==> config.mk <==
export PLATFORM = sky130hd
export DESIGN_NAME = rbs_ram
export DESIGN_NICKNAME = d
export VERILOG_FILES = /design/src/hw/rtl/rbs_ram.sv
export SDC_FILE = /design/constraint.sdc
export NUM_CORES = 1
export LEC_CHECK = 0
export ABC_AREA = 1
export BUFFER_PORTS_ARGS = -buffer_cell sky130_fd_sc_hd__buf_2
export CORE_ASPECT_RATIO = 1.2
export CORE_UTILIZATION = 35
export DETAILED_ROUTE_END_ITERATION = 12
export GPL_TIMING_DRIVEN = 0
export MAX_ROUTING_LAYER = met4
export PLACE_DENSITY_LB_ADDON = 0.25
export SKIP_LAST_GASP = 1
export SLEW_MARGIN = 20
export SYNTH_ARGS = -nofsm -noshare
export SYNTH_HDL_FRONTEND = slang
export SYNTH_SLANG_ARGS = --single-unit
==> constraint.sdc <==
create_clock -name clk_i -period 3.3 [get_ports clk_i]
set_input_delay 0.66 -clock clk_i [delete_from_list [all_inputs] [get_ports clk_i]]
set_output_delay 0.66 -clock clk_i [all_outputs]
set_load 0.05 [all_outputs]
==> src/hw/rtl/rbs_ram.sv <==
// generic single write port, single read port ram with registered read
// no dependencies
module rbs_ram #(
  parameter int WIDTH = 8,
  parameter int DEPTH = 16
) (
  input  logic                     clk_i,
  input  logic                     we_i,
  input  logic [$clog2(DEPTH)-1:0] waddr_i,
  input  logic [WIDTH-1:0]         wdata_i,
  input  logic [$clog2(DEPTH)-1:0] raddr_i,
  output logic [WIDTH-1:0]         rdata_o
);
  logic [WIDTH-1:0] mem [DEPTH];
  logic [WIDTH-1:0] rdata_q;

  always_ff @(posedge clk_i) begin
    if (we_i) begin
      mem[waddr_i] <= wdata_i;
    end
    rdata_q <= mem[raddr_i];
  end

  assign rdata_o = rdata_q;
endmodule

==> results of run 1 <==
## critical path, delay by kind of cell
family                 cells  cell delay [ns]
buffers and inverters      2             0.17
and+or+nand+nor            2             0.93
## placed cells by master, fill, tap and decap left out, types with 3 or more instances in the layout
master / count
edfxtp_1: 128
inv_1: 100
clkinv_2: 4
buf_4: 4
buf_2: 35
inv_4: 3
nor2_1: 17
clkbuf_16: 19
dfxtp_1: 8
nand2_1: 173
buf_6: 6
nand3_1: 97
## sequential cells by signal, indices dropped and copies added, names as in the netlist
name and flops:
mem 128, rdata_o 8
## cell families (layout without fill, tap and decap cells)
logic type	after synthesis	count (layout)	synth area share, %
flip-flops	136	136	69.4
AND/OR/NAND/NOR	289	289	21.0
buffers and inverters	126	180	9.52
## area by class of cell
class | instances | area share [%]
clock inverter | 10 | 0.952
buffer | 24 | 2.48
tap | 212 | 3.96
multi-input combinational | 289 | 18.1
inverter | 102 | 5.71
sequential | 136 | 59.7
timing repair buffer | 22 | 1.64
clock buffer | 22 | 7.41
## worst max-delay path by stage
stage and end:
2_1_floorplan mem[10][0]$_DFFE_PP_, 3_3_place_gp mem[12][3]$_DFFE_PP_, 3_5_place_dp mem[12][3]$_DFFE_PP_, 4_1_cts mem[12][7]$_DFFE_PP_, 5_1_grt mem[12][7]$_DFFE_PP_, 6_report mem[12][7]$_DFFE_PP_
## per-layer routing
metal | vias up | routed length (um) | share of wire (%)
met3 | 25 | 727 | 5.1
met1 | 1753 | 6200 | 44
met5 | - | 0 | 0
li1 | 1858 | - | -
met4 | 0 | 403 | 2.8
met2 | 128 | 6830 | 48
## stage by stage
stage          instance area (um^2)  setup WS, ns  util (%)  instances
2_1_floorplan                  5770          1.69         -        551
3_3_place_gp                   6140          1.13      38.0        785
3_5_place_dp                   6140          1.11      38.0        785
4_1_cts                        6700          1.55      41.5        817
5_1_grt                        6700          1.49      41.5        817
6_report                       6700          1.57      41.5        817
## power breakdown
group | internal [mW] | switching (mW)
Sequential | 1.93 | 0.00913
Combinational | 0.0743 | 0.215
Clock | 1.07 | 0.708
==> run metrics, run 1 <==
Buffers on Ports 22; initial core utilization 35.7%; total gr overflow 0; io pins 26; Remaining DRCs 0; antenna-violating nets left 0; total clock sinks 136; fmax 576 MHz; max-slew violations 0; worst hold endpoint mem[0][6]$_DFFE_PP_; Synth async-reset ratio 0%; met1 Usage GRT 22.0%; initial antenna violation count 0; layout cells sized above 1 12.7%; crit end category flip-flop; cell taking the most area after synthesis edfxtp_1; vias 3,764; grt met3 use 3.83%; r2r endpoint rdata_o[1]$_DFF_P_; Die Width 119 um; All-Layer GR Usage 18.0%; TritonCTS clock tree done; CTS hold repair buffers 0; Slowest cell on crit path nor2_1; CP Max Fanout 8; Die Area 17,000 um^2; Synth warnings 0; Most Crowded Layer GR met2; Clock Latency Late Sink 0.42 ns; Hold Path Depth 1; post_cts resized 0; Power Dens Cells 598 nW/um^2; crit-path cells buf_2 > inv_1 > nand2_1 > nor2_1; Max clock buf depth 2; FF/Latch Area 4000 um^2; WL/cell 17.3 um; worst path arrival time 1.77 ns; Post-Syn Area 5770 um^2; Setup crit start waddr_i[0]; core area 16,100 um^2; critical register-to-register path startpoint mem[8][1]$_DFFE_PP_; Mapped Nets 569; EDFF count, synth 128; Tot Pwr 4.01 mW; Final setup viols 0; P_leak 2.89 nW; setup TNS 0 ns; setup repair bufs after CTS 0; post-synthesis sequential area ratio 69.4%; ys flop type edfxtp_1; clk slew on worst S/H paths 0.06 ns; DRT Pass-1 Iters 5; Tcrit/Tclk final 52.6%; Slew @ Worst Pin 1.02 ns; Fillers 1,553; synthesis-stage register bit count 136; Max rail drop VDD 339 uV; cells on worst reg2reg path 6; Tmin final 1.73 ns; startpoint types primary input; Fin. Hold Viols 0; RSZ-0062 raised after global routing no; GR met2 Demand/Resource 29.0%; Avg Cell Area, Syn 10.5 um^2; first-pass GRT wire length 21.1 mm; status finished clean; top cells by area, synth edfxtp_1 (67%), nand2_1 (11%), nand3_1 (8.4%); area delta synth->final 16.2%; Max Cap Violations 0; critical path class in -> reg; critical path required time 3.33 ns; CTS Root Cell clkbuf_16; pin count of the biggest net entering global routing 17; H-tree depth 4; Mapped Cells 551; CTS Buf Count 17; most frequent cell after synthesis nand2_1; Slew HR 31.5%; RD Place Congestion 0.886; Hold WS 0.676 ns; Min-Delay Path Class in -> reg; HP Start wdata_i[6]; CP peak stage delay 0.81 ns; HPWL after DPL 9.47 mm; Routed WL 14.2 mm; number of global-route vias before repair 3,530; r2r setup slk 2.24 ns; Yosys top cell area share 66.7%; Synth cell types 12; Via density 4.61; clk_skew 0.00574 ns; site row count 51; final net count 610; Die Ht 143 um; initial DRC count 321; Commonest cells post-synth nand2_1 (173), edfxtp_1 (128), inv_1 (100); Antenna diodes 0; multi-input combinational cell area 1210 um^2
(Power assumes the default switching activity.)
==> inputs of run 2 (changes only) <==
Clock period 3.3 ns to 1.4 ns, I/O delays scaled along.
==> run metrics, run 2 (synthesis gave the netlist of run 1 again) <==
status finished clean; Max rail drop VDD 803 uV; Hold Path Depth 1; WL/cell 17.3 um; Tmin final 1.33 ns; initial core utilization 35.7%; design area 6710 um^2; Die Area 17,000 um^2; max-slew violations 0; core area 16,100 um^2; total clock sinks 136; Layout Utilization 41.5%; Reg with most FFs mem; r2r setup slk 0.34 ns; Min-Delay Path Class in -> reg; Max clock buf depth 2; final std cells w/o fill 817; number of global-route vias before repair 3,530; Die Ht 143 um; commonest non-fill, non-tap cells in the layout nand2_1 (173), edfxtp_1 (128), inv_1 (100); Fillers 1,554; setup TNS 0 ns; Hold WS 0.289 ns; All-Layer GR Usage 18.0%; Slew @ Worst Pin 1.01 ns; startpoint types primary input; Fin. Hold Viols 0; critical path required time 1.44 ns; pin count of the biggest net entering global routing 17; r2r endpoint rdata_o[2]$_DFF_P_; CP Max Fanout 8; HP Start wdata_i[7]; RD Place Congestion 0.886; P_leak 2.89 nW; H-tree depth 4; Power Dens Cells 1410 nW/um^2; final net count 610; Via density 4.60; Final setup viols 0; CTS hold repair buffers 0; site row count 51; initial antenna violation count 0; FF/Latch Area 4000 um^2; setup repair bufs after CTS 0; commonest non-fill, non-tap cell in the layout nand2_1; antenna-violating nets left 0; fmax 752 MHz; critical path class in -> reg; Clock Latency Late Sink 0.42 ns; CTS Buf Count 17; Die Width 119 um; clk_skew 0.00650 ns; multi-input combinational cell area 1220 um^2; HPWL after DPL 9.47 mm; io pins 26; total gr overflow 0; worst hold endpoint mem[0][7]$_DFFE_PP_; RSZ-0062 raised after global routing no; TritonCTS clock tree done; placed cell count 785; area delta synth->final 16.3%; Routed WL 14.2 mm; initial DRC count 277; DRT Pass-1 Iters 5; worst path arrival time 1.36 ns; Antenna diodes 0; vias 3,757; critical register-to-register path startpoint mem[0][2]$_DFFE_PP_; Buffers on Ports 22; Post-DP Area 6140 um^2; Slew HR 32.6%; first-pass GRT wire length 21.1 mm; Remaining DRCs 0; cells on worst reg2reg path 6; layout cells sized above 1 12.9%; Max Cap Violations 0; post_cts resized 0; clk slew on worst S/H paths 0.06 ns; Tcrit/Tclk final 95.0%; max FFs per register 128; CTS Root Cell clkbuf_16; crit end category flip-flop
==> run 2: worst max-delay path, stage by stage <==
cell and delay (ns):
buf_2 0.11, nand3_1 0.17, nor2_1 0.80
==> run 2: metrics by stage <==
stage,setup slack (ns),power [mW]
after floorplan,0.169,5.07
after global routing,0.0201,9.70
after global placement,-0.387,5.34
after detailed placement,-0.409,5.34
final,0.0707,9.45
after CTS,0.0270,9.49
==> run 2: power breakdown <==
group          leakage (nW)  switching (mW)  total [mW]  internal [mW]
clock network         0.282            1.67        4.19           2.52
registers              1.22          0.0215        4.57           4.55
logic                  1.39           0.507       0.682          0.175
total                  2.89            2.20        9.45           7.24
==> run 2: area by class of cell <==
cell class | instances | area share (%)
Tap cell | 212 | 3.96
Multi-Input combinational cell | 289 | 18.1
Buffer | 24 | 2.48
Sequential cell | 136 | 59.7
Timing Repair Buffer | 22 | 1.64
Clock inverter | 10 | 0.952
Clock buffer | 22 | 7.41
Inverter | 102 | 5.71
==> run 2: how the worst max path moves through the flow <==
stage | start | to | slack (ns) | cells past startpoint
after floorplan | waddr_i[2] | mem[10][0]$_DFFE_PP_ | 0.17 | 2
after global placement | waddr_i[0] | mem[12][3]$_DFFE_PP_ | -0.39 | 4
after detailed placement | waddr_i[0] | mem[12][3]$_DFFE_PP_ | -0.41 | 4
after CTS | waddr_i[0] | mem[12][7]$_DFFE_PP_ | 0.03 | 4
after global routing | we_i | mem[13][7]$_DFFE_PP_ | 0.02 | 3
final | we_i | mem[13][7]$_DFFE_PP_ | 0.07 | 3
==> run 2: routing by layer <==
metal  up-vias  part of all wire (%)  global-route usage [%]
met1      1753                    44                    22.0
met3        24                   5.0                    3.83
met2       123                    49                    29.0
li1       1857                     -                       -
met4         0                   2.8                    7.26
met5         -                     0                       -
